### src/rtl/core/cas_pkg.sv
// Types, constants and state codes of the clock aligned sensor averager.
package cas_pkg;

  localparam int unsigned DAY_ENTRIES_DEF = 72;

  localparam int unsigned NOW_W    = 32;
  localparam int unsigned OFFS_W   = 17;
  localparam int unsigned HIDX_W   = 7;
  localparam int unsigned PSAMP_W  = 32;
  localparam int unsigned TSAMP_W  = 16;
  localparam int unsigned PAVG_W   = 23;
  localparam int unsigned TAVG_W   = 16;
  localparam int unsigned MPSUM_W  = 40;
  localparam int unsigned LPSUM_W  = 48;
  localparam int unsigned TSUM_W   = 32;
  localparam int unsigned CNT_W    = 8;
  localparam int unsigned PDIV_W   = 18;

  localparam int unsigned SHORT_PERIOD   = 10;
  localparam int unsigned MINUTE_PERIOD  = 60;
  localparam int unsigned LONG_PERIOD    = 20 * 60;
  localparam int unsigned PRESSURE_SCALE = 1000;

  localparam int unsigned SRW = $clog2(SHORT_PERIOD);
  localparam int unsigned MRW = $clog2(MINUTE_PERIOD);
  localparam int unsigned LRW = $clog2(LONG_PERIOD);

  // Bias is a multiple of every period and larger than any offset magnitude,
  // so the biased time is never negative and fits ALIGN_W bits.
  localparam int unsigned ALIGN_W    = 33;
  localparam int unsigned ALIGN_BIAS = 55 * LONG_PERIOD;

  localparam logic [CNT_W-1:0] COUNT_MAX = '1;

  typedef enum logic [0:0] {
    KIND_TICK = 1'b0,
    KIND_READ = 1'b1
  } kind_e;

  typedef enum logic [2:0] {
    ST_IDLE,
    ST_EVAL,
    ST_FOLD,
    ST_LONG,
    ST_WAIT,
    ST_STORE,
    ST_READ,
    ST_FIN
  } state_e;

  typedef struct packed {
    kind_e               kind;
    logic [NOW_W-1:0]    now_seconds;
    logic [PSAMP_W-1:0]  pressure_sample;
    logic [TSAMP_W-1:0]  temperature_sample;
    logic [TSAMP_W-1:0]  humidity_sample;
    logic [HIDX_W-1:0]   history_index;
  } in_t;

  typedef struct packed {
    logic                sample_taken;
    logic                minute_done;
    logic                period_done;
    logic [PAVG_W-1:0]   minute_pressure;
    logic [TAVG_W-1:0]   minute_temperature;
    logic [TAVG_W-1:0]   minute_humidity;
    logic [PAVG_W-1:0]   entry_pressure;
    logic [TAVG_W-1:0]   entry_temperature;
    logic [TAVG_W-1:0]   entry_humidity;
    logic                new_entry_ready;
  } out_t;

  typedef struct packed {
    logic [PAVG_W-1:0]   pressure;
    logic [TAVG_W-1:0]   temperature;
    logic [TAVG_W-1:0]   humidity;
  } entry_t;

  typedef struct packed {
    logic                push;
    logic                rd_en;
    logic                rd_newest;
    logic [HIDX_W-1:0]   rd_index;
  } hist_req_t;

endpackage

### src/rtl/core/cas_align.sv
// Alarm alignment: bit-serial remainders of the biased local time.
module cas_align
  import cas_pkg::*;
(
  input  logic              clk_i,
  input  logic              rst_ni,
  input  logic              start_i,
  input  logic [NOW_W-1:0]  now_i,
  input  logic [OFFS_W-1:0] offset_i,
  output logic              busy_o,
  output logic [NOW_W-1:0]  short_o,
  output logic [NOW_W-1:0]  minute_o,
  output logic [NOW_W-1:0]  long_o
);

  localparam int unsigned CW = $clog2(ALIGN_W + 1);

  logic [ALIGN_W-1:0] sh_q;
  logic [SRW-1:0]     rs_q;
  logic [MRW-1:0]     rm_q;
  logic [LRW-1:0]     rl_q;
  logic [CW-1:0]      cnt_q;
  logic [ALIGN_W:0]   biased;
  logic [SRW:0]       ts;
  logic [MRW:0]       tm;
  logic [LRW:0]       tl;
  logic [SRW:0]       ns;
  logic [MRW:0]       nm;
  logic [LRW:0]       nl;

  always_comb begin
    biased = {2'b00, now_i}
           + {{(ALIGN_W + 1 - OFFS_W){offset_i[OFFS_W-1]}}, offset_i}
           + (ALIGN_W + 1)'(ALIGN_BIAS);
    ts = {rs_q, sh_q[ALIGN_W-1]};
    tm = {rm_q, sh_q[ALIGN_W-1]};
    tl = {rl_q, sh_q[ALIGN_W-1]};
    ns = (ts >= (SRW + 1)'(SHORT_PERIOD))  ? ts - (SRW + 1)'(SHORT_PERIOD)  : ts;
    nm = (tm >= (MRW + 1)'(MINUTE_PERIOD)) ? tm - (MRW + 1)'(MINUTE_PERIOD) : tm;
    nl = (tl >= (LRW + 1)'(LONG_PERIOD))   ? tl - (LRW + 1)'(LONG_PERIOD)   : tl;
  end

  always_ff @(posedge clk_i or negedge rst_ni) begin
    if (!rst_ni) begin
      cnt_q <= '0;
    end else if (start_i) begin
      cnt_q <= CW'(ALIGN_W);
    end else if (cnt_q != '0) begin
      cnt_q <= cnt_q - CW'(1);
    end
  end

  always_ff @(posedge clk_i) begin
    if (start_i) begin
      sh_q <= biased[ALIGN_W-1:0];
      rs_q <= '0;
      rm_q <= '0;
      rl_q <= '0;
    end else if (cnt_q != '0) begin
      sh_q <= {sh_q[ALIGN_W-2:0], 1'b0};
      rs_q <= ns[SRW-1:0];
      rm_q <= nm[MRW-1:0];
      rl_q <= nl[LRW-1:0];
    end
  end

  assign busy_o   = (cnt_q != '0);
  assign short_o  = now_i + NOW_W'(SHORT_PERIOD)  - NOW_W'(rs_q);
  assign minute_o = now_i + NOW_W'(MINUTE_PERIOD) - NOW_W'(rm_q);
  assign long_o   = now_i + NOW_W'(LONG_PERIOD)   - NOW_W'(rl_q);

endmodule

### config.mk
export PLATFORM = sky130hd
export DESIGN_NAME = cas_align
export DESIGN_NICKNAME = d
export VERILOG_FILES = /design/src/rtl/core/cas_pkg.sv /design/src/rtl/core/cas_align.sv
export SDC_FILE = /design/constraint.sdc
export NUM_CORES = 1
export LEC_CHECK = 0
export BUFFER_PORTS_ARGS = -buffer_cell sky130_fd_sc_hd__buf_2
export CAP_MARGIN = 10
export CELL_PAD_IN_SITES_DETAIL_PLACEMENT = 1
export CELL_PAD_IN_SITES_GLOBAL_PLACEMENT = 1
export CORE_MARGIN = 5
export CORE_UTILIZATION = 43
export CTS_CLUSTER_SIZE = 30
export DETAILED_ROUTE_END_ITERATION = 8
export MAX_ROUTING_LAYER = met4
export PLACE_DENSITY_LB_ADDON = 0.1
export SLEW_MARGIN = 30
export SYNTH_ARGS = -nofsm -noshare
export SYNTH_HDL_FRONTEND = slang
export SYNTH_SLANG_ARGS = --single-unit
export TNS_END_PERCENT = 10
### constraint.sdc
create_clock -name clk_i -period 4.1 [get_ports clk_i]
set_input_delay 0.41 -clock clk_i [delete_from_list [all_inputs] [get_ports clk_i]]
set_output_delay 0.41 -clock clk_i [all_outputs]
set_load 0.005 [all_outputs]
; Yosys cells after proc, flatten, opt, wreduce, memory -nomap -nowiden
; Index checks and enable logic that the tools add are counted.
[totals]
reg_bits = 60
latchBits = 0
ram_bits = 0
rom_bits = 0
input_bits = 52
out_inout_bits = 97
n_memories = 0
[classes]
addsub = 12
mul = 0
div = 0
order_cmp = 3
eq_ne = 0
shift = 0
mux = 7
n_bitwise = 0
reduce_logical = 2
[op_table]
columns = cell, count
row1 = 2-to-1 mux 33 bit, 2
row2 = adder 33 x 17 -> 33 bit, 1
row3 = "adder 33 x 17 -> 33 bit, second input constant", 1
row4 = "adder 32 x 11 -> 32 bit, second input constant", 1
row5 = "adder 32 x 4 -> 32 bit, second input constant", 1
row6 = "adder 32 x 6 -> 32 bit, second input constant", 1
row7 = subtractor 32 x 11 -> 32 bit, 1
row8 = subtractor 32 x 4 -> 32 bit, 1
row9 = subtractor 32 x 6 -> 32 bit, 1
row10 = 2-to-1 mux 6 bit, 3
row11 = "greater-or-equal comparator 12 x 11 -> 1 bit, second input constant", 1
row12 = 2-to-1 mux 11 bit, 1
row13 = "subtractor 11 bit, second input constant", 1
row14 = "greater-or-equal comparator 7 x 6 -> 1 bit, second input constant", 1
row15 = nonzero test 6 bit, 1
row16 = "subtractor 6 x 1 -> 6 bit, second input constant", 1
row17 = "subtractor 6 bit, second input constant", 1
row18 = "greater-or-equal comparator 5 x 4 -> 1 bit, second input constant", 1
row19 = 2-to-1 mux 4 bit, 1
row20 = "subtractor 4 bit, second input constant", 1
row21 = nonzero test 2 bit, 1

; Logic depth before layout (Yosys ltp)
[depth]
word_depth = 3
ltp_mapped = 14
ltp_nobuf = 14

; Worst setup path before layout
; Ideal clock, no wire load.
[synth_path]
path_kind = register to output
start = register rm_q[1] (netlist name)
end = output long_o[23]
t_arrival_ps = 2871
path_slack_ps = 819
stages_incl_launch_ff = 14
n_path_buf = 0
path_cell_list = dfxtp_1 -> inv_1 -> ha_1 -> ha_1 -> inv_1 -> fa_1 -> nor2b_1 -> o21ai_1 -> a21boi_1 -> o211ai_1 -> a31oi_2 -> a31oi_1 -> o21ai_1 -> xor2_1
[synth_rtl]
columns = item, line_no
row1 = "end, declared", cas_align.sv:13  ; output logic [NOW_W-1:0] long_o

==> results.txt <==
----------------------------------------------------
[Status]
  Status ... finished clean

[Worst setup path]
  Cell family contributing the most delay on the critical path ... compound AO/OA/AOI/OAI gates
  WP buf/inv ... 4
  Maximum fanout encountered on the critical timing path ... 5
  Cell with the largest stage delay on the worst path ... fa_1
  Worst Setup Start Kind ... flop
  Cells traversed along the worst timing path ... inv_1 -> ha_1 -> ha_1 -> inv_1 -> fa_1 -> nor2b_1 -> o21ai_1 -> a21boi_2 -> o211ai_1 -> a31oi_2 -> buf_4 -> a21oi_1 -> o21bai_1 -> xnor2_1 -> buf_2
  Reg-to-reg setup timing slack ... 1.79 ns
  Delay of the slowest critical-path stage ... between 0.4 and 0.5 ns
  Data required time at the worst endpoint ... between 3 and 4 ns
  WP depth ... 15
  Worst reg2reg path depth ... 8
  Worst reg2reg endpoint ... rl_q[7]
  Startpoint of the lowest-slack register-to-register path ... rm_q[1]
  Critical path startpoint ... rm_q[1]
  Worst setup path class ... flop to primary output
  End of the critical path ... long_o[25]
  Data arrival at the endpoint of the critical path ... 3.49 ns
  CP Capture Type ... primary output

[Finish]
  Area Overhead vs Synth ... 15.6%
  Ratio of cells with drive above 1 in the final layout ... 17.6%
  Most frequent cells in the layout ... buf_2 (148), ha_1 (131), a21oi_1 (114)
  # fillers ... 2483
  Commonest non-fill, non-tap cell in the layout ... buf_2
  Core Util, Final ... between 50% and 60%
  Inserted Diodes ... 0
  Area of all placed cells without fillers ... 9640 um^2
  Final layout net count ... roughly 1.4k

[Clock network]
  Clock slew at reported path FFs ... 0.06 ns
  Sink count of the clock tree ... 57
  Clock buffers created by TritonCTS ... 9
  Clock tree from TritonCTS ... built
  Post-CTS Repair Setup Buffers ... 0
  Clk_lat worst skew ... 0.33 ns
  Master cell of the clock root buffer ... clkbuf_16
  H-tree depth ... 3
  Buffers from clock root to sink, at most ... 2

[Pwr]
  Internal power ... 2040 uW
  Switching share of total power ... 39.8%
  Maximum vdd ir drop ... 0.257 mV
  Register share of total power ... approximately a quarter
  Power, Total ... 3380 uW
  Logic gate share of total power ... 54.0%
  Switching power ... 1340 uW
  Clock share of power ... a little over a fifth
  Pwr Density ... 351 nW/um^2
  Pleak ... 0.00464 uW

[Global route]
  Largest net degree at the start of global routing ... 34
  Via count of the first global-routing pass ... 8126
  Wire length of the first global-routing pass ... 42500 um
  GRT Total Usage ... between 20 and 25%
  Overflow left after global routing ... 0
  Number of antenna violations at the first check in global routing ... 0

[Yosys]
  Post-Syn Area ... roughly 8300 um^2
  Ranking of synthesized cells by area ... ha_1 (20%), edfxtp_1 (12%), xnor2_1 (8.4%)
  Commonest register cell after synthesis ... edfxtp_1
  Number of enable-type register cells in the synthesized netlist ... 33
  Average instance area after synthesis ... 7.89 um^2
  Number of register bits inferred by synthesis ... 57
  Synth Net Count ... 1244
  Yosys cell types ... 74
  Post-synthesis sequential area ratio ... roughly 18%
  Number of standard cells after synthesis ... 1057
  Yosys warnings ... 0
  Cell taking the most area after synthesis ... ha_1
  Share of synthesized registers carrying an async set or reset ... 10.5%
  Post-synth top area share ... 19.6%

[Place]
  Final HPWL from detailed placement ... 22200 um
  Total of buffers placed on input and output ports ... around 150
  Final Wtd Congestion ... around 0.94
  Post-placement cell area ... 9320 um^2

[Floorplan]
  Vertical die dimension ... 149 um
  Total Die Area ... 22300 um^2
  Die boundary width ... around 150 um
  Initial cell density of the core ... 43.3%
  Core outline area ... 19300 um^2
  Std-Cell Rows ... 51
  Ports placed on the boundary ... 149

[STA]
  Sum Neg Setup Slack ... 0 ns
  Clock Skew ... ~0.009 ns
  Relative slew margins ... between 50 and 60%
  Final critical delay including setup and external delays ... 3.90 ns
  Final slew viol count ... 0
  Post-route fraction of the period consumed by the critical path ... approximately 95%
  Fmax ... 256 MHz
  Count of final hold-check violations ... 0
  Count of final setup violators ... 0
  Unrepaired setup endpoints after global routing ... no
  Slew at the pin closest to its max-slew limit ... 0.729 ns

[Detailed routing]
  Overall routed net length ... 26400 um
  DRT iter0 DRCs ... 309
  Vias after detailed routing ... 8078
  Antenna Violating Nets Remaining ... 0
  Detailed-routing iteration count for the pre-antenna-repair pass ... 4
  Via-to-Cell Ratio ... 5.55
  DRC ... 0
  Final routed wire length divided by cell count ... 18.1 um

[Worst hold path]
  Worst min-delay path category ... input pin to async pin

[Run]
  Max Cap Viol ... 0

----------------------------------------------------
-- power groups by stage --
| stage | sequential, uW | clock (uW) | combinational, uW |
|---|---|---|---|
| 6_report | 814 | 742 | 1820 |
| 5_1_grt | 829 | 786 | 2030 |
| 4_1_cts | 815 | 765 | 1840 |
| 3_5_place_dp | 825 | 0 | 1820 |
| 3_3_place_gp | 819 | 0 | 1780 |
| 2_1_floorplan | 806 | 0 | 1200 |
-- worst min path at each step --
| stage | from | to | cells after the start |
|---|---|---|---|
| finish | rst_ni | cnt_q[5] | 2 |
| global route | rst_ni | cnt_q[5] | 2 |
| CTS | rst_ni | cnt_q[5] | 2 |
| detailed placement | rst_ni | cnt_q[4] | 1 |
| global placement | rst_ni | cnt_q[4] | 1 |
| floorplan | rst_ni | cnt_q[0] | 0 |
-- repair_timing --
item / in CTS / in global routing
resized for setup: 0 / 4
hold buffers: 1 / 0
endpoints found under the setup margin: 0 / 6
endpoints found under the hold margin: 6 / 0
-- flip-flops by register name (all words and copies together), names as in the netlist --
name	count
sh_q	33
rl_q	9
cnt_q	6
rm_q	5
rs_q	4
-- worst reg2reg max path: stages, from the launching register on --
cell	delay [ns]
dfxtp_1	0.31
buf_4	0.16
nor4bb_1	0.27
nand4_1	0.15
nor4_1	0.34
nor2_1	0.11
o21a_1	0.23
or3_1	0.38
a311oi_1	0.26
-- metrics by stage --
step | hold slack [ns] | setup WS [ns] | cells
global route | 0.455 | 0.0108 | 1455
CTS | 0.436 | 0.00559 | 1455
floorplan | 0.114 | 0.819 | 1057
detailed placement | 0.246 | 0.183 | 1438
global placement | 0.244 | 0.262 | 1438
finish | 0.441 | 0.196 | 1455
-- synth_stat cells (all sizes together), types with 3 or more instances --
master,count
nand2,74
xor2,28
o21ai,62
a41oi,3
mux2,17
a31oi,8
nor2b,10
nand3,18
and2,8
a211o,3
xnor2,80
a21oi,116
ha,131
or3,8
o21a,5
a21boi,9
nor2,64
clkbuf,34
nand2b,7
o311ai,6
a311oi,6
nand4,16
fa,4
a211oi,8
or2,3
a21o,57
dfxtp,18
buf,10
dfrtp,6
o21bai,22
nor3,22
o31ai,6
and3,11
edfxtp,33
inv,110
o211ai,3
a221o,3
-- metal layers --
layer  global-route usage [%]  vias to the layer above  wire [um]  share of wire [%]
li1                         -                     4032          -                  -
met1                     32.8                     3854      12800                 49
met5                        -                        -          0                  0
met4                     5.63                        0        490                1.9
met3                     2.43                       29       1060                4.0
met2                     38.9                      163      12000                 46
-- logic make-up after synthesis --
family                     Yosys count  synth area share (%)
AOI/OAI and AO/OA                  336                  26.4
xor gates and xnor gates           108                  11.3
adders and majority gates          135                  20.6
buffers and inverters              156                  7.27
DFF                                 57                  18.0
muxes                               18                  2.46
and+or+nand+nor                    247                  13.9
-- layout make-up --
| cell class | count | area [um^2] | area share, % |
|---|---|---|---|
| clock buffers | 10 | 229 | 2.37 |
| multi-input cells | 844 | 6250 | 64.8 |
| repair buffers | 161 | 841 | 8.72 |
| inverters | 112 | 420 | 4.36 |
| clock inverters | 6 | 66.3 | 0.688 |
| flip-flops and latches | 57 | 1500 | 15.6 |
| well taps | 265 | 332 | 3.44 |
Power figures use the tool's default switching activity.
