File: config.mk
export PLATFORM = sky130hd
export DESIGN_NAME = cas_hist
export DESIGN_NICKNAME = d
export VERILOG_FILES = /design/src/rtl/core/cas_pkg.sv /design/src/rtl/core/cas_hist.sv
export SDC_FILE = /design/constraint.sdc
export NUM_CORES = 2
export LEC_CHECK = 0
export CAP_MARGIN = 20
export CORE_ASPECT_RATIO = 0.7
export CORE_MARGIN = 1
export CORE_UTILIZATION = 25
export CTS_BUF_LIST = sky130_fd_sc_hd__clkbuf_4 sky130_fd_sc_hd__clkbuf_8 sky130_fd_sc_hd__clkbuf_16
export CTS_CLUSTER_DIAMETER = 80
export CTS_CLUSTER_SIZE = 14
export DETAILED_ROUTE_END_ITERATION = 10
export DONT_BUFFER_PORTS = 1
export MAX_ROUTING_LAYER = met4
export SLEW_MARGIN = 20
export SYNTH_ARGS = -nofsm -noshare
export SYNTH_HDL_FRONTEND = slang
export SYNTH_SLANG_ARGS = --single-unit
File: constraint.sdc
create_clock -name clk_i -period 7.8 [get_ports clk_i]
set_input_delay 1.95 -clock clk_i [delete_from_list [all_inputs] [get_ports clk_i]]
set_output_delay 1.95 -clock clk_i [all_outputs]
set_load 0.1 [all_outputs]
File: src/rtl/core/cas_pkg.sv
// Types, constants and state codes of the clock aligned sensor averager.
package cas_pkg;

  localparam int unsigned DAY_ENTRIES_DEF = 72;

  localparam int unsigned NOW_W    = 32;
  localparam int unsigned OFFS_W   = 17;
  localparam int unsigned HIDX_W   = 7;
  localparam int unsigned PSAMP_W  = 32;
  localparam int unsigned TSAMP_W  = 16;
  localparam int unsigned PAVG_W   = 23;
  localparam int unsigned TAVG_W   = 16;
  localparam int unsigned MPSUM_W  = 40;
  localparam int unsigned LPSUM_W  = 48;
  localparam int unsigned TSUM_W   = 32;
  localparam int unsigned CNT_W    = 8;
  localparam int unsigned PDIV_W   = 18;

  localparam int unsigned SHORT_PERIOD   = 10;
  localparam int unsigned MINUTE_PERIOD  = 60;
  localparam int unsigned LONG_PERIOD    = 20 * 60;
  localparam int unsigned PRESSURE_SCALE = 1000;

  localparam int unsigned SRW = $clog2(SHORT_PERIOD);
  localparam int unsigned MRW = $clog2(MINUTE_PERIOD);
  localparam int unsigned LRW = $clog2(LONG_PERIOD);

  // Bias is a multiple of every period and larger than any offset magnitude,
  // so the biased time is never negative and fits ALIGN_W bits.
  localparam int unsigned ALIGN_W    = 33;
  localparam int unsigned ALIGN_BIAS = 55 * LONG_PERIOD;

  localparam logic [CNT_W-1:0] COUNT_MAX = '1;

  typedef enum logic [0:0] {
    KIND_TICK = 1'b0,
    KIND_READ = 1'b1
  } kind_e;

  typedef enum logic [2:0] {
    ST_IDLE,
    ST_EVAL,
    ST_FOLD,
    ST_LONG,
    ST_WAIT,
    ST_STORE,
    ST_READ,
    ST_FIN
  } state_e;

  typedef struct packed {
    kind_e               kind;
    logic [NOW_W-1:0]    now_seconds;
    logic [PSAMP_W-1:0]  pressure_sample;
    logic [TSAMP_W-1:0]  temperature_sample;
    logic [TSAMP_W-1:0]  humidity_sample;
    logic [HIDX_W-1:0]   history_index;
  } in_t;

  typedef struct packed {
    logic                sample_taken;
    logic                minute_done;
    logic                period_done;
    logic [PAVG_W-1:0]   minute_pressure;
    logic [TAVG_W-1:0]   minute_temperature;
    logic [TAVG_W-1:0]   minute_humidity;
    logic [PAVG_W-1:0]   entry_pressure;
    logic [TAVG_W-1:0]   entry_temperature;
    logic [TAVG_W-1:0]   entry_humidity;
    logic                new_entry_ready;
  } out_t;

  typedef struct packed {
    logic [PAVG_W-1:0]   pressure;
    logic [TAVG_W-1:0]   temperature;
    logic [TAVG_W-1:0]   humidity;
  } entry_t;

  typedef struct packed {
    logic                push;
    logic                rd_en;
    logic                rd_newest;
    logic [HIDX_W-1:0]   rd_index;
  } hist_req_t;

endpackage

File: src/rtl/core/cas_hist.sv
// History store: circular memory with a fill count standing in for the clear.
module cas_hist
  import cas_pkg::*;
#(
  parameter int unsigned DEPTH = DAY_ENTRIES_DEF
) (
  input  logic      clk_i,
  input  logic      rst_ni,
  input  hist_req_t req_i,
  input  entry_t    push_data_i,
  output entry_t    rd_data_o
);

  localparam int unsigned AW = (DEPTH > 1) ? $clog2(DEPTH) : 1;
  localparam int unsigned IW = (AW > HIDX_W) ? AW : HIDX_W;
  localparam int unsigned FW = $clog2(DEPTH + 1);

  entry_t        mem [DEPTH];
  entry_t        rd_q;
  logic          ok_q;
  logic [AW-1:0] head_q;
  logic [FW-1:0] fill_q;
  logic [IW-1:0] lidx;
  logic [IW:0]   psum;
  logic [IW:0]   pwrap;
  logic          in_range;
  logic          filled;

  // Logical index 0 is the oldest slot, which is the one head points at.
  always_comb begin
    lidx     = req_i.rd_newest ? IW'(DEPTH - 1) : IW'(req_i.rd_index);
    in_range = {1'b0, lidx} < (IW + 1)'(DEPTH);
    filled   = ({1'b0, lidx} + (IW + 1)'(fill_q)) >= (IW + 1)'(DEPTH);
    psum     = (IW + 1)'(head_q) + {1'b0, lidx};
    pwrap    = (psum >= (IW + 1)'(DEPTH)) ? psum - (IW + 1)'(DEPTH) : psum;
  end

  always_ff @(posedge clk_i) begin
    if (req_i.push) begin
      mem[head_q] <= push_data_i;
    end
    if (req_i.rd_en) begin
      rd_q <= mem[pwrap[AW-1:0]];
    end
  end

  always_ff @(posedge clk_i or negedge rst_ni) begin
    if (!rst_ni) begin
      head_q <= '0;
      fill_q <= '0;
      ok_q   <= 1'b0;
    end else begin
      if (req_i.push) begin
        head_q <= (head_q == AW'(DEPTH - 1)) ? '0 : head_q + AW'(1);
        if (fill_q != FW'(DEPTH)) begin
          fill_q <= fill_q + FW'(1);
        end
      end
      if (req_i.rd_en) begin
        ok_q <= in_range && filled;
      end
    end
  end

  // Never-written slots read back as the cleared value.
  assign rd_data_o = ok_q ? rd_q : '0;

endmodule

# Word level (Yosys, flattened, before mapping)
# Memory sizes are Yosys's and may differ from the RTL's. A register that Yosys moved wholly into a read port is not among the register bits.
# Cells that the tools add are included.
[op_classes]
n_div = 0
shift = 0
n_reduce_logical = 2
bitwise = 0
n_mux = 6
addsub = 5
multipliers = 0
n_eq_ne = 2
magnitude_cmp = 3
[ops]
columns = ["operator", "count"]
rows = [
  ["$mux 55", 1],
  ["$mux 7", 3],
  ["$add 7x7->8", 2],
  ["$ge 8x7->1 const B", 2],
  ["$add 7x1->7 const B", 2],
  ["$eq 7x7->1 const B", 1],
  ["$lt 7x7->1 const B", 1],
  ["$ne 7x7->1 const B", 1],
  ["$sub 7x7->7 const B", 1],
  ["$mux 1", 2],
  ["$reduce_and 2->1", 1],
  ["$logic_and 1x1->1", 1],
]
[word_totals]
word_cells = 22
latch_bits = 0
register_bits = 15
out_inout_bits = 55
ramBits = 3960
rom_bits = 0
input_bits = 67
mem_count = 1
[memory_table]
columns = ["memory", "words", "width", "read_ports", "rd_ports_with_merged_regs", "wr", "line_no", "text"]
rows = [
  ["mem", 72, 55, 1, 1, 1, "cas_hist.sv:18", "entry_t mem [DEPTH];"],
]

# Logic depth before layout (Yosys ltp)
[depth]
depth_word = 4
depth_mapped = 17
depth_no_buf = 14

# Least setup slack after synthesis
# Ideal clock, no wire load.
[synth_timing]
path_kind = "input to register"
start = "in req_i[9] (netlist bit)"
end = "mem mem[31][0] (netlist bit), enable pin"
cell_stages = 3
setup_ps = 604
path_buffers = 1
setup_slack_ps = -317
t_required_ps = 7196
arrival_ps = 7513
cell_sequence = "nand4_1 clkbuf_1 nor4_1"
[synth_between]
elab_chain_len = 2
[synth_lines]
columns = ["item", "line_no", "text"]
rows = [
  ["start, declared", "cas_hist.sv:9", "input hist_req_t req_i,"],
  ["$mux 1", "cas_hist.sv:39", "if (req_i.push) begin"],
  ["$mux 1 (not written as such)", "cas_hist.sv:40", "mem[head_q] <= push_data_i;"],
  ["end, declared", "cas_hist.sv:18", ""],
]
# No other way between the ends.

# Final worst setup path
[layout_timing]
start = "in req_i[0] (netlist bit)"
end = "reg, netlist name rd_q[8]"
[layout_between]
elab_chain_len = 4
elab_cells_between_ends = 5
classes_between = "2 x add/sub; 1 x order compare; 2 x mux"
[layout_lines]
columns = ["item", "line_no", "text"]
rows = [
  ["$mux 7 *", "cas_hist.sv:31", "lidx = req_i.rd_newest ? IW'(DEPTH - 1) : IW'(req_i.rd_index);"],
  ["$add 7x7->8 *", "cas_hist.sv:34", "psum = (IW + 1)'(head_q) + {1'b0, lidx};"],
  ["$sub 7x7->7 / $ge 8x7->1 (equally long branches)", "cas_hist.sv:35", "pwrap = (psum >= (IW + 1)'(DEPTH)) ? psum - (IW + 1)'(DEPTH) : psum;"],
  ["$mux 7 *", "cas_hist.sv:35", ""],
]
# Mark *: on every way between the ends. The rest lies on a longest branch, timed or not.
# A chain may end at the register's enable or synchronous reset.

==> run metrics <==
number of buffers created by CTS 330; total negative setup slack 0 ps; post-synthesis net count 7483; GRT Resource Usage Total 0.149; data required time at the worst endpoint 8420 ps; area of the mapped netlist 158000 sq um; count of antenna-violating nets left after detailed routing 0; Post-synth EDFFs 4015; slew margin rel. 0.0909; async set-reset flop share out of synthesis 0.00372; run status finished, final reports clean; stage delay of the slowest cell on the critical path 1150 ps; CP arrival 7160 ps; crit path kind input pin to flop; Max Clk Rate 0.153 GHz; DRC viols 0; DP HPWL 277000 um; count of pins on the block boundary 122; number of inserted filler cells in the final layout 60800; Die Span Y 667 um; largest net degree at the start of global routing 93; final setup violation count 0; worst clock skew 46.0 ps; Final Slew Violations 0; worst-case vdd ir drop 0.669 mV; area added between synthesis and finish 13.7%; setup fix buffers added after clock tree synthesis 0; switching power of the nets 26100 uW; H-tree lvl count 5; number of flip-flops and latches in the synthesized netlist 4030; DIE WIDTH 952 um; effective utilization at floorplan 0.252; sequential cell fraction of total power 0.377; Post-Syn Instances 7399; type of the worst min-delay path flop to flop; routed wire length per instance 29.6 um; Post-CTS Hold Fix Bufs 0; number of clock sinks 4030; grt total ovfl 0; unrepaired setup endpoints after global routing false; clock share of power 0.224; PwrDens 380 nW/um^2; vias after detailed routing 83100; antenna violations before repair 33; vias per std cell 5.20; Primary FF master, synth sky130_fd_sc_hd__edfxtp_1; die outline area 635000 sq um; largest fanout on the critical path 16; Clk Tree Root Cell sky130_fd_sc_hd__clkbuf_16; most repeated library cell on the critical path sky130_fd_sc_hd__buf_4; max-cap viol count 0; critical-path cell list or2_2, ha_4, fa_4, a21o_1, maj3_2, xnor2_1, inv_1, ha_1, o21ai_1, a21o_2, nand2_4, buf_4, buf_4, a211oi_1, nor4_1, nor3_1; first-pass GRT wire length 655000 um; clock-pin slew on the worst setup and hold paths 70 ps; startpoint type of the worst setup path input pin; Post-Synthesis Mean Instance Area 21.3 sq um; share of the clock period used by the worst path after layout 0.839; final weighted congestion in routability-driven placement 0.860; Comb power frac 0.399; share of cells above drive strength 1 0.252; Layout Nets 7669; count of buffers inserted at the top-level ports 0; number of violations reported at the end of detailed-routing iteration 0 13400; number of standard cells in the final layout excluding fillers 16000; count of placed standard cells including taps 15600; endpoint kind of the worst setup timing path flop; vias in the first global route 81600; final critical-path required period 6540 ps; internal power of the cells 42100 uW; number of synthesis warnings 0; later-pin clock latency in the skew report 920 ps; standard-cell rows 243; Leak 0.0528 uW; critical path's slowest cell sky130_fd_sc_hd__nor4_1; number of library cell types mapped by synthesis 69; switching share of power 0.382; CTS Buffer Depth 4; Core Area 628000 sq um; share of the yosys chip area belonging to registers 0.766; final wirelength 474000 um; count of instances resized after the clock tree is built 0; TritonCTS clock tree built; first-pass iteration count of the detailed router 9; slew of the pin with the lowest slew margin 1350 ps; number of hold violations in the final report 0
==> logic make-up after synthesis <==
family	Yosys count	share of synthesized area
multiplexers	1105	0.149
buffers and inverters	510	0.0134
AO/OA/AOI/OAI	1146	0.0514
XOR/XNOR	21	0.00121
flip-flops	4030	0.766
AND/OR/NAND/NOR	567	0.0170
adder cells (fa/ha/maj)	20	0.00164
==> Yosys cell counts (15+ instances only) <==
master / number / area share
sky130_fd_sc_hd__edfxtp_1: 4015 / 0.76
sky130_fd_sc_hd__mux4_2: 989 / 0.14
sky130_fd_sc_hd__o22ai_1: 382 / 0.015
sky130_fd_sc_hd__clkbuf_1: 358 / 0.0085
sky130_fd_sc_hd__a22oi_1: 218 / 0.010
sky130_fd_sc_hd__a211oi_1: 165 / 0.0078
sky130_fd_sc_hd__nor2_1: 144 / 0.0034
sky130_fd_sc_hd__nand2_1: 142 / 0.0034
sky130_fd_sc_hd__o21ai_0: 110 / 0.0035
sky130_fd_sc_hd__buf_2: 90 / 0.0029
sky130_fd_sc_hd__mux2_2: 80 / 0.0057
sky130_fd_sc_hd__nand3_1: 69 / 0.0022
sky130_fd_sc_hd__nor3_1: 60 / 0.0019
sky130_fd_sc_hd__and2_1: 56 / 0.0022
sky130_fd_sc_hd__o221ai_1: 56 / 0.0031
sky130_fd_sc_hd__nor4_1: 55 / 0.0022
sky130_fd_sc_hd__o211ai_1: 55 / 0.0026
sky130_fd_sc_hd__o31ai_1: 55 / 0.0026
sky130_fd_sc_hd__o32a_1: 55 / 0.0035
sky130_fd_sc_hd__buf_1: 32 / 0.00076
sky130_fd_sc_hd__mux2_1: 31 / 0.0022
sky130_fd_sc_hd__dfrtp_1: 15 / 0.0024
sky130_fd_sc_hd__ha_1: 15 / 0.0012
==> power by group through the flow <==
stage,sequential (uW),combinational (uW),clock [uW]
global route,25700,28300,16200
finish,25700,27200,15300
CTS,25700,26800,15500
detailed placement,26200,26800,0
floorplan,25500,16000,0
global placement,26200,26500,0
==> placed cells by master (no fill, tap or decap), types with 27 or more instances in the layout <==
cell type	instances
sky130_fd_sc_hd__buf_12	75
sky130_fd_sc_hd__o32a_1	55
sky130_fd_sc_hd__a211oi_1	165
sky130_fd_sc_hd__o31ai_1	55
sky130_fd_sc_hd__nand2_1	140
sky130_fd_sc_hd__nor4_1	47
sky130_fd_sc_hd__nor3_1	58
sky130_fd_sc_hd__edfxtp_1	4015
sky130_fd_sc_hd__nor2_4	70
sky130_fd_sc_hd__buf_4	276
sky130_fd_sc_hd__diode_2	27
sky130_fd_sc_hd__mux2_1	31
sky130_fd_sc_hd__o211ai_1	55
sky130_fd_sc_hd__nor2_1	75
sky130_fd_sc_hd__o21ai_0	106
sky130_fd_sc_hd__mux2_2	80
sky130_fd_sc_hd__a22oi_1	218
sky130_fd_sc_hd__nand3_1	66
sky130_fd_sc_hd__clkbuf_16	337
sky130_fd_sc_hd__and2_1	55
sky130_fd_sc_hd__o22ai_1	381
sky130_fd_sc_hd__o221ai_1	56
sky130_fd_sc_hd__mux4_2	989
==> worst paths after layout <==
path | from | slack (ps) | cells past startpoint | to
max | req_i[0] | 1260 | 16 | rd_q[8]$_DFFE_PP_
min | fill_q[6]$_DFFE_PN0P_ | 550 | 1 | fill_q[6]$_DFFE_PN0P_
max reg2reg | head_q[0]$_DFFE_PN0P_ | 2070 | 15 | rd_q[8]$_DFFE_PP_
min reg2reg | fill_q[6]$_DFFE_PN0P_ | 550 | 1 | fill_q[6]$_DFFE_PN0P_
max in group asynchronous | rst_ni | 7000 | 0 | head_q[0]$_DFFE_PN0P_
min in group asynchronous | rst_ni | 710 | 0 | fill_q[0]$_DFFE_PN0P_
==> routing by layer <==
metal / share of wire / up-vias / global-route usage
met2: 0.43 / 5515 / 0.210
met5: 0 / - / -
met3: 0.12 / 760 / 0.0371
met1: 0.42 / 44800 / 0.213
met4: 0.027 / 0 / 0.0370
li1: - / 32100 / -
==> cell type report <==
| cell class | count | area (sq um) | share of cell area |
|---|---|---|---|
| Clock buffer | 362 | 8620 | 0.0480 |
| Tap cell | 8330 | 10400 | 0.0580 |
| Multi-Input combinational cell | 2859 | 35600 | 0.199 |
| Inverter | 11 | 41.3 | 0.000230 |
| Antenna cell | 27 | 67.6 | 0.000376 |
| Timing Repair Buffer | 353 | 3590 | 0.0200 |
| Sequential cell | 4030 | 121000 | 0.674 |
| Clock inverter | 16 | 220 | 0.00123 |
==> stage by stage <==
stage	instance area [sq um]	hold slack, ps	power [uW]	utilization	worst slack, ps
2_1_floorplan	158000	468	41500	-	1140
3_3_place_gp	171000	508	52600	0.272	247
3_5_place_dp	171000	532	52900	0.272	525
4_1_cts	179000	542	68000	0.286	1520
5_1_grt	180000	568	70200	0.286	1270
6_report	180000	549	68200	0.286	1260
==> registers in the layout (all words and copies together) (netlist names) <==
signal / flops
fill_q: 7
rd_q: 55
head_q: 7
ok_q: 1
mem: 3960
==> critical path, delay by kind of cell <==
family / cells / cell delay, ps
AO/OA/AOI/OAI: 4 / 730
buffers and inverters: 3 / 680
XOR/XNOR: 1 / 400
adder cells (fa/ha/maj): 4 / 1430
AND/OR/NAND/NOR: 4 / 1930
Note: power is estimated with default switching activity, not from simulation.
