### config.mk
export PLATFORM = sky130hd
export DESIGN_NAME = cas_div
export DESIGN_NICKNAME = d
export VERILOG_FILES = /design/src/rtl/core/cas_pkg.sv /design/src/rtl/core/cas_div.sv
export SDC_FILE = /design/constraint.sdc
export NUM_CORES = 1
export LEC_CHECK = 0
export BUFFER_PORTS_ARGS = -buffer_cell sky130_fd_sc_hd__buf_4
export CORE_MARGIN = 10
export CORE_UTILIZATION = 50
export CTS_BUF_LIST = sky130_fd_sc_hd__clkbuf_8 sky130_fd_sc_hd__clkbuf_16
export DETAILED_ROUTE_END_ITERATION = 16
export GPL_TIMING_DRIVEN = 0
export HOLD_SLACK_MARGIN = 0.1
export PLACE_DENSITY_LB_ADDON = 0.1
export SLEW_MARGIN = 20
export SYNTH_ARGS = -nofsm -noshare
export SYNTH_HDL_FRONTEND = slang
export SYNTH_SLANG_ARGS = --single-unit
### constraint.sdc
create_clock -name clk_i -period 2.83 [get_ports clk_i]
set_clock_uncertainty 0.1 [all_clocks]
set_input_delay 0.566 -clock clk_i [delete_from_list [all_inputs] [get_ports clk_i]]
set_output_delay 0.566 -clock clk_i [all_outputs]
set_load 0.03 [all_outputs]
### src/rtl/core/cas_pkg.sv
// Types, constants and state codes of the clock aligned sensor averager.
package cas_pkg;

  localparam int unsigned DAY_ENTRIES_DEF = 72;

  localparam int unsigned NOW_W    = 32;
  localparam int unsigned OFFS_W   = 17;
  localparam int unsigned HIDX_W   = 7;
  localparam int unsigned PSAMP_W  = 32;
  localparam int unsigned TSAMP_W  = 16;
  localparam int unsigned PAVG_W   = 23;
  localparam int unsigned TAVG_W   = 16;
  localparam int unsigned MPSUM_W  = 40;
  localparam int unsigned LPSUM_W  = 48;
  localparam int unsigned TSUM_W   = 32;
  localparam int unsigned CNT_W    = 8;
  localparam int unsigned PDIV_W   = 18;

  localparam int unsigned SHORT_PERIOD   = 10;
  localparam int unsigned MINUTE_PERIOD  = 60;
  localparam int unsigned LONG_PERIOD    = 20 * 60;
  localparam int unsigned PRESSURE_SCALE = 1000;

  localparam int unsigned SRW = $clog2(SHORT_PERIOD);
  localparam int unsigned MRW = $clog2(MINUTE_PERIOD);
  localparam int unsigned LRW = $clog2(LONG_PERIOD);

  // Bias is a multiple of every period and larger than any offset magnitude,
  // so the biased time is never negative and fits ALIGN_W bits.
  localparam int unsigned ALIGN_W    = 33;
  localparam int unsigned ALIGN_BIAS = 55 * LONG_PERIOD;

  localparam logic [CNT_W-1:0] COUNT_MAX = '1;

  typedef enum logic [0:0] {
    KIND_TICK = 1'b0,
    KIND_READ = 1'b1
  } kind_e;

  typedef enum logic [2:0] {
    ST_IDLE,
    ST_EVAL,
    ST_FOLD,
    ST_LONG,
    ST_WAIT,
    ST_STORE,
    ST_READ,
    ST_FIN
  } state_e;

  typedef struct packed {
    kind_e               kind;
    logic [NOW_W-1:0]    now_seconds;
    logic [PSAMP_W-1:0]  pressure_sample;
    logic [TSAMP_W-1:0]  temperature_sample;
    logic [TSAMP_W-1:0]  humidity_sample;
    logic [HIDX_W-1:0]   history_index;
  } in_t;

  typedef struct packed {
    logic                sample_taken;
    logic                minute_done;
    logic                period_done;
    logic [PAVG_W-1:0]   minute_pressure;
    logic [TAVG_W-1:0]   minute_temperature;
    logic [TAVG_W-1:0]   minute_humidity;
    logic [PAVG_W-1:0]   entry_pressure;
    logic [TAVG_W-1:0]   entry_temperature;
    logic [TAVG_W-1:0]   entry_humidity;
    logic                new_entry_ready;
  } out_t;

  typedef struct packed {
    logic [PAVG_W-1:0]   pressure;
    logic [TAVG_W-1:0]   temperature;
    logic [TAVG_W-1:0]   humidity;
  } entry_t;

  typedef struct packed {
    logic                push;
    logic                rd_en;
    logic                rd_newest;
    logic [HIDX_W-1:0]   rd_index;
  } hist_req_t;

endpackage

### src/rtl/core/cas_div.sv
// Bit-serial restoring divider: one quotient bit per cycle.
module cas_div
  import cas_pkg::*;
#(
  parameter int unsigned DW = 32,
  parameter int unsigned VW = 8
) (
  input  logic          clk_i,
  input  logic          rst_ni,
  input  logic          start_i,
  input  logic [DW-1:0] dividend_i,
  input  logic [VW-1:0] divisor_i,
  output logic          busy_o,
  output logic [DW-1:0] quot_o
);

  localparam int unsigned CW = $clog2(DW + 1);

  logic [DW-1:0] acc_q;
  logic [VW-1:0] rem_q;
  logic [VW-1:0] dvs_q;
  logic [CW-1:0] cnt_q;
  logic [VW:0]   trial;
  logic [VW:0]   diff;
  logic          fit;

  // Shift the next dividend bit into the partial remainder, try a subtract.
  always_comb begin
    trial = {rem_q, acc_q[DW-1]};
    diff  = trial - {1'b0, dvs_q};
    fit   = trial >= {1'b0, dvs_q};
  end

  always_ff @(posedge clk_i or negedge rst_ni) begin
    if (!rst_ni) begin
      cnt_q <= '0;
    end else if (start_i) begin
      cnt_q <= CW'(DW);
    end else if (cnt_q != '0) begin
      cnt_q <= cnt_q - CW'(1);
    end
  end

  always_ff @(posedge clk_i) begin
    if (start_i) begin
      acc_q <= dividend_i;
      rem_q <= '0;
      dvs_q <= divisor_i;
    end else if (cnt_q != '0) begin
      rem_q <= fit ? diff[VW-1:0] : trial[VW-1:0];
      acc_q <= {acc_q[DW-2:0], fit};
    end
  end

  assign busy_o = (cnt_q != '0);
  assign quot_o = acc_q;

endmodule

==> Word level (Yosys, flattened, before mapping) <==
Cells that the tools add are included.
{ "word_totals": {"register_bits": 54, "latch_bits": 0, "mem_bits_rw": 0, "rom_bits": 0, "input_bits": 43, "out_inout_bits": 33, "word_cells": 14, "memories": 0} }
{ "classes": {"addsub": 2, "multipliers": 0, "div": 0, "magnitude_cmp": 1, "n_eq_ne": 0, "shifts": 0, "muxes": 5, "bitwise_logic": 0, "reduce_logical": 2} }
{ "ops": {"columns": ["op", "count"], "rows": [
  ["$mux 32", 2],
  ["$mux 6", 2],
  ["$ge 9x8->1", 1],
  ["$mux 8", 1],
  ["$sub 8x8->8", 1],
  ["$reduce_bool 6->1", 1],
  ["$sub 6x1->6 const B", 1],
  ["$reduce_bool 2->1", 1]
]} }

==> Longest topological paths before layout <==
Gate-level depths: netlist of the first run.
{ "depth": {"ltp_word": 3, "ltp_mapped": 8, "depth_no_buf": 8} }

==> Worst setup path before layout of the first run <==
Ideal clock, no wire load.
{ "synth_timing": {"path_type": "reg2reg", "start": "register cnt_q[0]", "end": "register acc_q[0] (netlist: quot_o[0]) (enable)", "setup_time_ns": 0.400, "arrival_ns": 1.926, "required_ns": 2.330, "slack_ns": 0.405, "path_stages_with_launch": 8, "path_buffers": 0, "period_less_slack_ns": 2.425, "cell_sequence": "dfrtp_1 inv_1 ha_1 or3b_1 nor3_4 inv_1 nor2_1 inv_1"} }
{ "synth_via": {"elab_chain_len": 2} }
{ "synth_lines": {"columns": ["element", "line_no", "text"], "rows": [
  ["start, declared", "cas_div.sv:22", "logic [CW-1:0] cnt_q;"],
  ["start signal, assigned", "cas_div.sv:38", "cnt_q <= CW'(DW);"],
  ["start signal, assigned", "cas_div.sv:40", "cnt_q <= cnt_q - CW'(1);"],
  ["$reduce_bool 6->1", "cas_div.sv:49", "end else if (cnt_q != '0) begin"],
  ["$reduce_bool 2->1 (no line)", null, null],
  ["end signal, assigned", "cas_div.sv:46", "acc_q <= dividend_i;"],
  ["end signal, assigned", "cas_div.sv:51", "acc_q <= {acc_q[DW-2:0], fit};"],
  ["end, declared", "cas_div.sv:19", "logic [DW-1:0] acc_q;"]
]} }
Every way passes these cells.
A chain may end at the register's enable or synchronous reset.

==> Worst setup path after layout of the first run <==
{ "layout_timing": {"start": "register cnt_q[0]", "end": "output port busy_o"} }
{ "layout_via": {"elab_chain_len": 1} }
{ "layout_lines": {"columns": ["element", "line_no", "text"], "rows": [
  ["$reduce_bool 6->1", "cas_div.sv:55", "assign busy_o = (cnt_q != '0);"],
  ["end, declared", "cas_div.sv:13", "output logic busy_o,"]
]} }
Every way passes these cells.

==> flow_summary.ini, run 1 <==
[worst_setup_path]
worstSetupEndpointType = output pin
crit_fanout = 10
worst_ep_required_time_ns = 2.16
worstSetupPathType = flop to output pin
worst_setup_path_start_kind = flop
cp.arrival_ns = 2.06

[run]
maxCapViolCount = 0

[power_and_ir_drop]
p_leak_uw = 0.00150
ir_drop_mv = 0.485
p_total_uw = 3200
p_per_area_nw_per_um2 = 921

[placement]
place_congestion = 0.866
hpwl_mm = 4.73
port_buffers = 75
placed_area_um2 = 3340

[clocking]
cts_tree = done
ctsHtreeMaxLevel = 2
clk_latency_ns = 0.30
cts.clk_slew.worst_paths_ns = 0.10
clock_path_buffers = 2
cts_sinks = 54
cts_buffers = 5
root_buffer = clkbuf_8

[grt]
grt_usage = 0.144
grt_max_degree = 33
grt_pass1_vias = 2101
grt_pass1_wl_mm = 10.2
grt_antenna_before_repair = 0
grt_overflow = 0

[sta]
finalCritPeriodShare = 0.962
min_period_ns = 2.72
hold_violations = 0
slew_headroom = 0.544
hold_slack_ns = 0.335
slew_violations = 0
rsz0062_at_grt = false
setup_violations = 0
fmax_mhz = 367
worst_pin_slew_ns = 0.683

[routing]
drc_errors = 0
via_count = 1951
drt_iter0_markers = 54
firstDrtPassIters = 4
via_per_inst = 5.29
drt-total-wl_mm = 6.18
wl_per_cell_um = 16.7
drtAntennaViolNets = 0

[synth]
yosysUniqueCellTypes = 44
muxShareOfSynthArea = 0.142
synth-edff-count = 40
ys_top_cells_by_area = edfxtp_1 45%, mux2_2 14%, dfxtp_1 5.9%
synth_area_um2 = 2690
yosys.cell_count.top_type = edfxtp_1
synth_seq_cells = 54
synth_cells = 214
synth_top_area_frac = 0.446
synth_warnings = 0
synthAdderAreaFrac = 0.0493
synthSimpleGateAreaFrac = 0.105
synth_compound_gate_area_share = 0.0957
syn-num-nets = 267
async_reset_ff_frac = 0.111
synth_common_cells = 40 x edfxtp_1, 33 x mux2_2, 18 x nor2_1
synth_xor_area_frac = 0.00976
synth_top_family_by_area = multiplexers
yosysTopAreaCell = edfxtp_1
avgSynthCellArea_um2 = 12.6
ys.flop_type = edfxtp_1
ys_seq_area_frac = 0.561

[final_layout]
final_nets = 351
drive_gt1_frac = 0.425
fillCellCount = 388
final_util = 0.672
syn2layout_area_growth_pct = 29.1
design_area_um2 = 3480
antenna_cells = 0

[die]
design.die.area_um2 = 8720
fp.dieW_um = 93.4
core_um2 = 5170
start_util = 0.521
die_y_um = 93.4
io_pins = 76
fp-row-count = 26

[status]
status = complete, no violations

[worst_hold_path]
hold_class = primary input to flop
layer usage:
metal | wire (um) | global-route usage | up-vias
li1 | - | - | 958
met3 | 562 | 0.0687 | 9
met2 | 2960 | 0.236 | 56
met5 | 0 | 0 | -
met4 | 111 | 0.0424 | 0
met1 | 2540 | 0.164 | 928
flip-flops by register name, summed over array words and instances (netlist names):
| register | count |
|---|---|
| quot_o | 32 |
| rem_q | 8 |
| dvs_q | 8 |
| cnt_q | 6 |
cell usage in the layout (no fill, tap or decap), types with 2 or more instances in the layout:
cell / synthesis / layout
o21a_1: 3 / 3
a21oi_1: 10 / 10
nand2_1: 10 / 10
o211ai_1: 4 / 4
inv_2: 0 / 2
o21ai_0: 3 / 3
nand2b_1: 5 / 5
a211oi_1: 2 / 2
edfxtp_1: 40 / 40
a211o_1: 2 / 2
dfrtp_1: 6 / 6
clkbuf_8: 0 / 5
clkbuf_1: 4 / 4
ha_1: 9 / 9
nand3b_1: 2 / 2
dfxtp_1: 8 / 8
nor3_1: 3 / 3
or3_1: 3 / 3
a31oi_1: 2 / 2
nor2_1: 18 / 18
buf_4: 0 / 76
mux2_2: 33 / 33
a21o_1: 3 / 3
nor3b_1: 2 / 2
xor2_1: 2 / 2
inv_1: 17 / 16
a311oi_1: 3 / 3
kinds of logic (layout without fill, tap and decap cells):
family | count (synthesis) | count (layout)
multiplexers | 34 | 34
AND/OR/NAND/NOR | 52 | 52
flip-flops | 54 | 54
buffers and inverters | 24 | 109
adder cells (fa/ha/maj) | 10 | 10
AO/OA/AOI/OAI | 37 | 37
XOR/XNOR | 3 | 3
area by class of cell:
cell class	instances	area, um^2	share of cell area
timing repair buffer	77	581	0.167
sequential	54	1510	0.435
multi-input combinational	136	1080	0.312
clock buffer	5	68.8	0.0198
inverter	17	63.8	0.0184
buffer	7	37.5	0.0108
clock inverter	3	42.5	0.0122
tap	70	87.6	0.0252
worst max-delay path: stages (launching register included):
cell      delay, ns
dfrtp_1        0.39
inv_1          0.09
ha_1           0.20
or3b_4         0.42
nor3_4         0.17
inv_2          0.09
clkbuf_4       0.20
buf_4          0.18
per-stage QoR:
step | TNS (ns) | setup slack, ns | instances
floorplan | 0 | 0.405 | 214
CTS | 0 | 0.0100 | 369
global route | 0 | 0.00292 | 369
finish | 0 | 0.107 | 369
global placement | -16.74 | -0.525 | 359
detailed placement | -1.62 | -0.0516 | 359
report_power, final:
| part | switching, uW | total, uW | internal, uW |
|---|---|---|---|
| Sequential | 150 | 1250 | 1100 |
| Combinational | 812 | 1440 | 625 |
| Clock | 252 | 515 | 262 |
timing repair:
action | in CTS | in global routing
hold buffers | 1 | 0
gates resized for setup | 1 | 2
setup buffers | 1 | 0
endpoints found under the hold margin | 6 | 0
pin swaps | 1 | 1
endpoints found under the setup margin | 1 | 1
worst paths after layout:
check,start,endpoint,slack (ns),cells past startpoint
hold / removal,divisor_i[0],dvs_q[0]$_DFFE_PP_,0.33,1
max in group asynchronous,rst_ni,cnt_q[4]$_DFFE_PN0P_,2.03,2
min in group asynchronous,rst_ni,cnt_q[0]$_DFFE_PN0P_,0.49,2
setup reg to reg,rem_q[4]$_SDFFE_PP0P_,quot_o[0]$_DFFE_PP_,0.31,5
hold reg to reg,rem_q[7]$_SDFFE_PP0P_,rem_q[7]$_SDFFE_PP0P_,0.39,2
setup / recovery,cnt_q[0]$_DFFE_PN0P_,busy_o,0.11,7
Power figures use the tool's default switching activity.
==> run 2: changes to the inputs <==
Settings changed: CORE_UTILIZATION 50 to 52, GPL_TIMING_DRIVEN 0 to not set, TNS_END_PERCENT set to 100.
==> run 2 against run 1 <==
Utilization is 0.53 points higher; register-to-register slack improved by 0.14 ns; die area down 3.0%; sequential share of layout area rose by 0.49 points; critical endpoint unchanged; highest routed layer unchanged.
==> flow_summary.ini, run 2 (same netlist as run 1, synthesis figures left out) <==
[status]
status = complete, no violations

[clocking]
clk_latency_ns = 0.30
ctsHtreeMaxLevel = 2
cts_tree = done
clock_path_buffers = 2
cts_resized = 0
cts_sinks = 54
root_buffer = clkbuf_8
cts.clk_slew.worst_paths_ns = 0.10
cts_buffers = 5

[sta]
setup_violations = 0
finalCritPeriodShare = 0.898
fmax_mhz = 393
min_period_ns = 2.54
worst_pin_slew_ns = 0.473
slew_headroom = 0.683
rsz0062_at_grt = false
hold_violations = 0
slew_violations = 0
setup_tns_ns = 0
hold_slack_ns = 0.332

[worst_setup_path]
slowest_delay_ns = 0.44
worstSetupPathType = flop to output pin
cp.arrival_ns = 1.88
worst_setup_path_start_kind = flop
crit_path_frequent_cell = inv_1
path_cells = inv_1, ha_1, or3b_1, nor3_4, inv_1, buf_4
crit_fanout = 4
worstSetupEndpointType = output pin
slowest_stage = or3b_1
worst_ep_required_time_ns = 2.16

[grt]
grt_antenna_before_repair = 0
grt_overflow = 0
grt_max_degree = 34
grt_pass1_vias = 2024
grt_pass1_wl_mm = 10.1
grt_usage = 0.147

[routing]
via_count = 1941
drt_iter0_markers = 78
firstDrtPassIters = 4
drtAntennaViolNets = 0
wl_per_cell_um = 16.4
drc_errors = 0
drt-total-wl_mm = 6.00
via_per_inst = 5.32

[die]
die_y_um = 92.0
io_pins = 76
fp-row-count = 26
design.die.area_um2 = 8460
fp.dieW_um = 92.0
core_um2 = 5070
start_util = 0.531

[power_and_ir_drop]
p_leak_uw = 0.00150
ir_drop_mv = 0.516
p_per_area_nw_per_um2 = 895

[placement]
hpwl_mm = 4.61
port_buffers = 75
placed_area_um2 = 3340
place_congestion = 0.873

[worst_hold_path]
hold_class = primary input to flop

[final_layout]
design_area_um2 = 3440
drive_gt1_frac = 0.420
syn2layout_area_growth_pct = 27.7
largest_reg_flops = 32
mostFrequentLayoutCell = buf_4
antenna_cells = 0
fillCellCount = 420
layout_common_cells = 79 x buf_4, 40 x edfxtp_1, 33 x mux2_2
final_nets = 347

[run]
maxCapViolCount = 0
## run 2: cell count changes in the layout (fill, tap and decap cells not counted), sizes merged
cell,change
bufinv,-1
clkinv,-1
buf,+1
inv,+1
clkbuf,-4
## run 2: path summary, 6_finish.rpt
check	from	endpoint	slack (ns)	cells after the start
worst max register to register	rem_q[4]$_SDFFE_PP0P_	quot_o[0]$_DFFE_PP_	0.45	5
max in group asynchronous	rst_ni	cnt_q[0]$_DFFE_PN0P_	2.02	2
worst max-delay path	cnt_q[0]$_DFFE_PN0P_	busy_o	0.29	6
worst min-delay path	divisor_i[7]	dvs_q[7]$_DFFE_PP_	0.33	1
min in group asynchronous	rst_ni	cnt_q[5]$_DFFE_PN0P_	0.49	2
worst min register to register	rem_q[7]$_SDFFE_PP0P_	rem_q[7]$_SDFFE_PP0P_	0.39	2
## run 2: cell type report
type	instances	area [um^2]	area share
Inverter	17	63.8	0.0186
Clock inverter	2	7.51	0.00218
Multi-Input combinational cell	136	1080	0.315
Clock buffer	6	82.6	0.0240
Tap cell	70	87.6	0.0255
Sequential cell	54	1510	0.440
Timing Repair Buffer	80	603	0.175
## run 2: report_power, final
part | leakage, uW | switching [uW] | internal (uW)
Sequential | 0.000558 | 147 | 1100
Clock | 0.0000538 | 246 | 193
Combinational | 0.000884 | 795 | 596
Total | 0.00150 | 1190 | 1890
## run 2: stage by stage
step | power (uW) | std cells | utilization | worst slack (ns)
floorplan | 2250 | 214 | - | 0.405
global placement | 2640 | 356 | 0.658 | 0.572
detailed placement | 2660 | 356 | 0.658 | 0.459
CTS | 3100 | 365 | 0.678 | 0.267
global route | 3290 | 365 | 0.678 | 0.170
finish | 3080 | 365 | 0.678 | 0.287
## run 2: repair_timing
item	CTS	global route
hold buffers	1	0
hold endpoints to repair	6	0
endpoints found under the setup margin	0	0
setup buffers	0	0
## run 2: layer usage
layer  wire, um  global-route usage
met1       2490               0.171
met2       2800               0.232
met3        641              0.0733
met4         76              0.0450
met5          0                   0
## run 2: worst max-delay path, delay by kind of cell (launching register included)
| family | cells | cell delay, ns |
|---|---|---|
| buf+inv | 3 | 0.39 |
| fa+ha+maj | 1 | 0.21 |
| flops | 1 | 0.38 |
| simple gates | 2 | 0.60 |
==> run 3: changes to the inputs <==
Settings changed: CORE_ASPECT_RATIO set to 0.6, CORE_MARGIN 10 to 3.
==> run 3 against run 2 <==
Final cell count decreased by 0.55%; flip-flop and latch count stayed put; clock power increased by 15%; global-route usage increased by 3.4 points; combinational power increased by 4%; count of clock-buffer cells in the layout down 1; non-clock buffer count up 5; sequential power barely moved; hold slack improved by 0.0036 ns; final area is 1.9% higher; sequential share of layout area decreased by 0.82 points; critical path type unchanged; largest power group unchanged.
==> flow_summary.ini, run 3 (same netlist as run 1, synthesis figures left out) <==
[final_layout]
syn2layout_area_growth_pct = 30.1
seq_area_um2 = 1510
mostFrequentLayoutCell = buf_4
multiInputGateArea_um2 = 1080
fillCellCount = 345
antenna_cells = 0
final_nets = 352
final_cells = 363
largest_reg_flops = 32
drive_gt1_frac = 0.437
layout_common_cells = 83 x buf_4, 40 x edfxtp_1, 33 x mux2_2

[die]
core_um2 = 4780
fp-row-count = 19
fp.dieW_um = 98.9
io_pins = 76
start_util = 0.563
design.die.area_um2 = 6110
die_y_um = 61.7

[worst_setup_path]
crit_fanout = 8
slowest_stage = or3b_1
worstSetupPathType = flop to output pin
reg2reg_slack_ns = 0.31
path_cells = inv_1, ha_1, or3b_1, nor3_4, clkinvlp_4, buf_4
r2r_cells = 9
critical-path-top-delay-family = simple AND/OR/NAND/NOR gates
endpoint = busy_o
worstSetupEndpointType = output pin
timing.rr.start = cnt_q[0]$_DFFE_PN0P_
worst_setup_path_start_kind = flop
crit_cells = 6
crit_path_start = cnt_q[0]$_DFFE_PN0P_
r2r-end = quot_o[1]$_DFFE_PP_
cp.arrival_ns = 2.04
slowest_delay_ns = 0.43
worst_ep_required_time_ns = 2.16
critical_path_buf_inv_count = 3

[routing]
wl_met1_mm = 2.62
firstDrtPassIters = 4
wl_per_cell_um = 15.1
drtAntennaViolNets = 0
wl_met3_um = 562
drt_iter0_markers = 186
drt-total-wl_mm = 5.47
wl_met2_mm = 2.27
highest_layer = met4
via_count = 1913
via_per_inst = 5.27
drc_errors = 0

[clocking]
cts_tree = done
clk_latency_ns = 0.30
cts.clk_slew.worst_paths_ns = 0.09
cts_sinks = 54
clock_path_buffers = 2
cts_buffers = 5
ctsHtreeMaxLevel = 2
root_buffer = clkbuf_8

[sta]
slew_violations = 0
worst_pin_slew_ns = 0.550
hold_violations = 0
fmax_mhz = 370
min_period_ns = 2.70
slew_headroom = 0.631
setup_violations = 0
finalCritPeriodShare = 0.956

[power_and_ir_drop]
p_total_uw = 3200
p_per_area_nw_per_um2 = 913
p_leak_uw = 0.00152
ir_drop_mv = 0.474

[status]
status = complete, no violations

[grt]
grt_pass1_vias = 1733
grt_pass1_wl_mm = 8.44
grt_usage = 0.180
grt_antenna_before_repair = 0
grt_max_degree = 34
grt_overflow = 0

[placement]
post-place-cells = 348
port_buffers = 75
hpwl_mm = 4.04
place_congestion = 0.843

[run]
maxCapViolCount = 0

[worst_hold_path]
hold_class = primary input to flop
## run 3: what timing repair did
action,in CTS,in global routing
resized for setup,0,1
buffers inserted,0,6
hold buffers,1,0
setup endpoints to repair,0,1
hold endpoints to repair,6,0
## run 3: report_power, final
| group | switching [uW] | internal [uW] | total, uW | leakage, uW |
|---|---|---|---|---|
| Sequential | 153 | 1100 | 1250 | 0.000558 |
| Combinational | 819 | 623 | 1440 | 0.000909 |
| Clock | 243 | 261 | 503 | 0.0000556 |
| Total | 1210 | 1980 | 3200 | 0.00152 |
## run 3: area by class of cell
cell class	instances	share of cell area
inverters	17	0.0193
clock inverters	3	0.0118
well taps	63	0.0225
multi-input cells	136	0.309
repair buffers	85	0.186
clock buffers	5	0.0196
flip-flops and latches	54	0.431
## run 3: routing by layer
metal	vias to the layer above	global-route usage
met5	-	0
met4	0	0.0292
met3	2	0.0591
met2	90	0.249
met1	865	0.280
li1	956	-
## run 3: worst register-to-register path, stage by stage (launching register included)
cell and delay, ns:
dfrtp_1 0.39, inv_1 0.09, ha_1 0.21, or3b_1 0.43, nor3_4 0.20, clkinvlp_4 0.21
buf_4 0.19, nor2_1 0.11, inv_1 0.05, buf_4 0.25
## run 3: through the flow
stage	hold WS [ns]	setup TNS, ns	cell area [um^2]	worst slack [ns]	util
3_3_place_gp	0.277	0	3330	0.460	0.698
2_1_floorplan	0.170	0	2690	0.405	-
6_report	0.336	0	3500	0.125	0.733
4_1_cts	0.320	0	3450	0.106	0.723
3_5_place_dp	0.280	0	3330	0.382	0.698
5_1_grt	0.316	-0.00743	3500	-0.00743	0.733
## run 3: worst min path at each step
| stage | depth (start not counted) | slack (ns) | to | startpoint |
|---|---|---|---|---|
| after floorplan | 0 | 0.17 | cnt_q[0]$_DFFE_PN0P_ | rst_ni |
| after global placement | 1 | 0.28 | cnt_q[3]$_DFFE_PN0P_ | rst_ni |
| after detailed placement | 1 | 0.28 | cnt_q[5]$_DFFE_PN0P_ | rst_ni |
| after CTS | 1 | 0.32 | dvs_q[1]$_DFFE_PP_ | divisor_i[1] |
| after global routing | 1 | 0.32 | dvs_q[5]$_DFFE_PP_ | divisor_i[5] |
| final | 1 | 0.34 | dvs_q[6]$_DFFE_PP_ | divisor_i[6] |
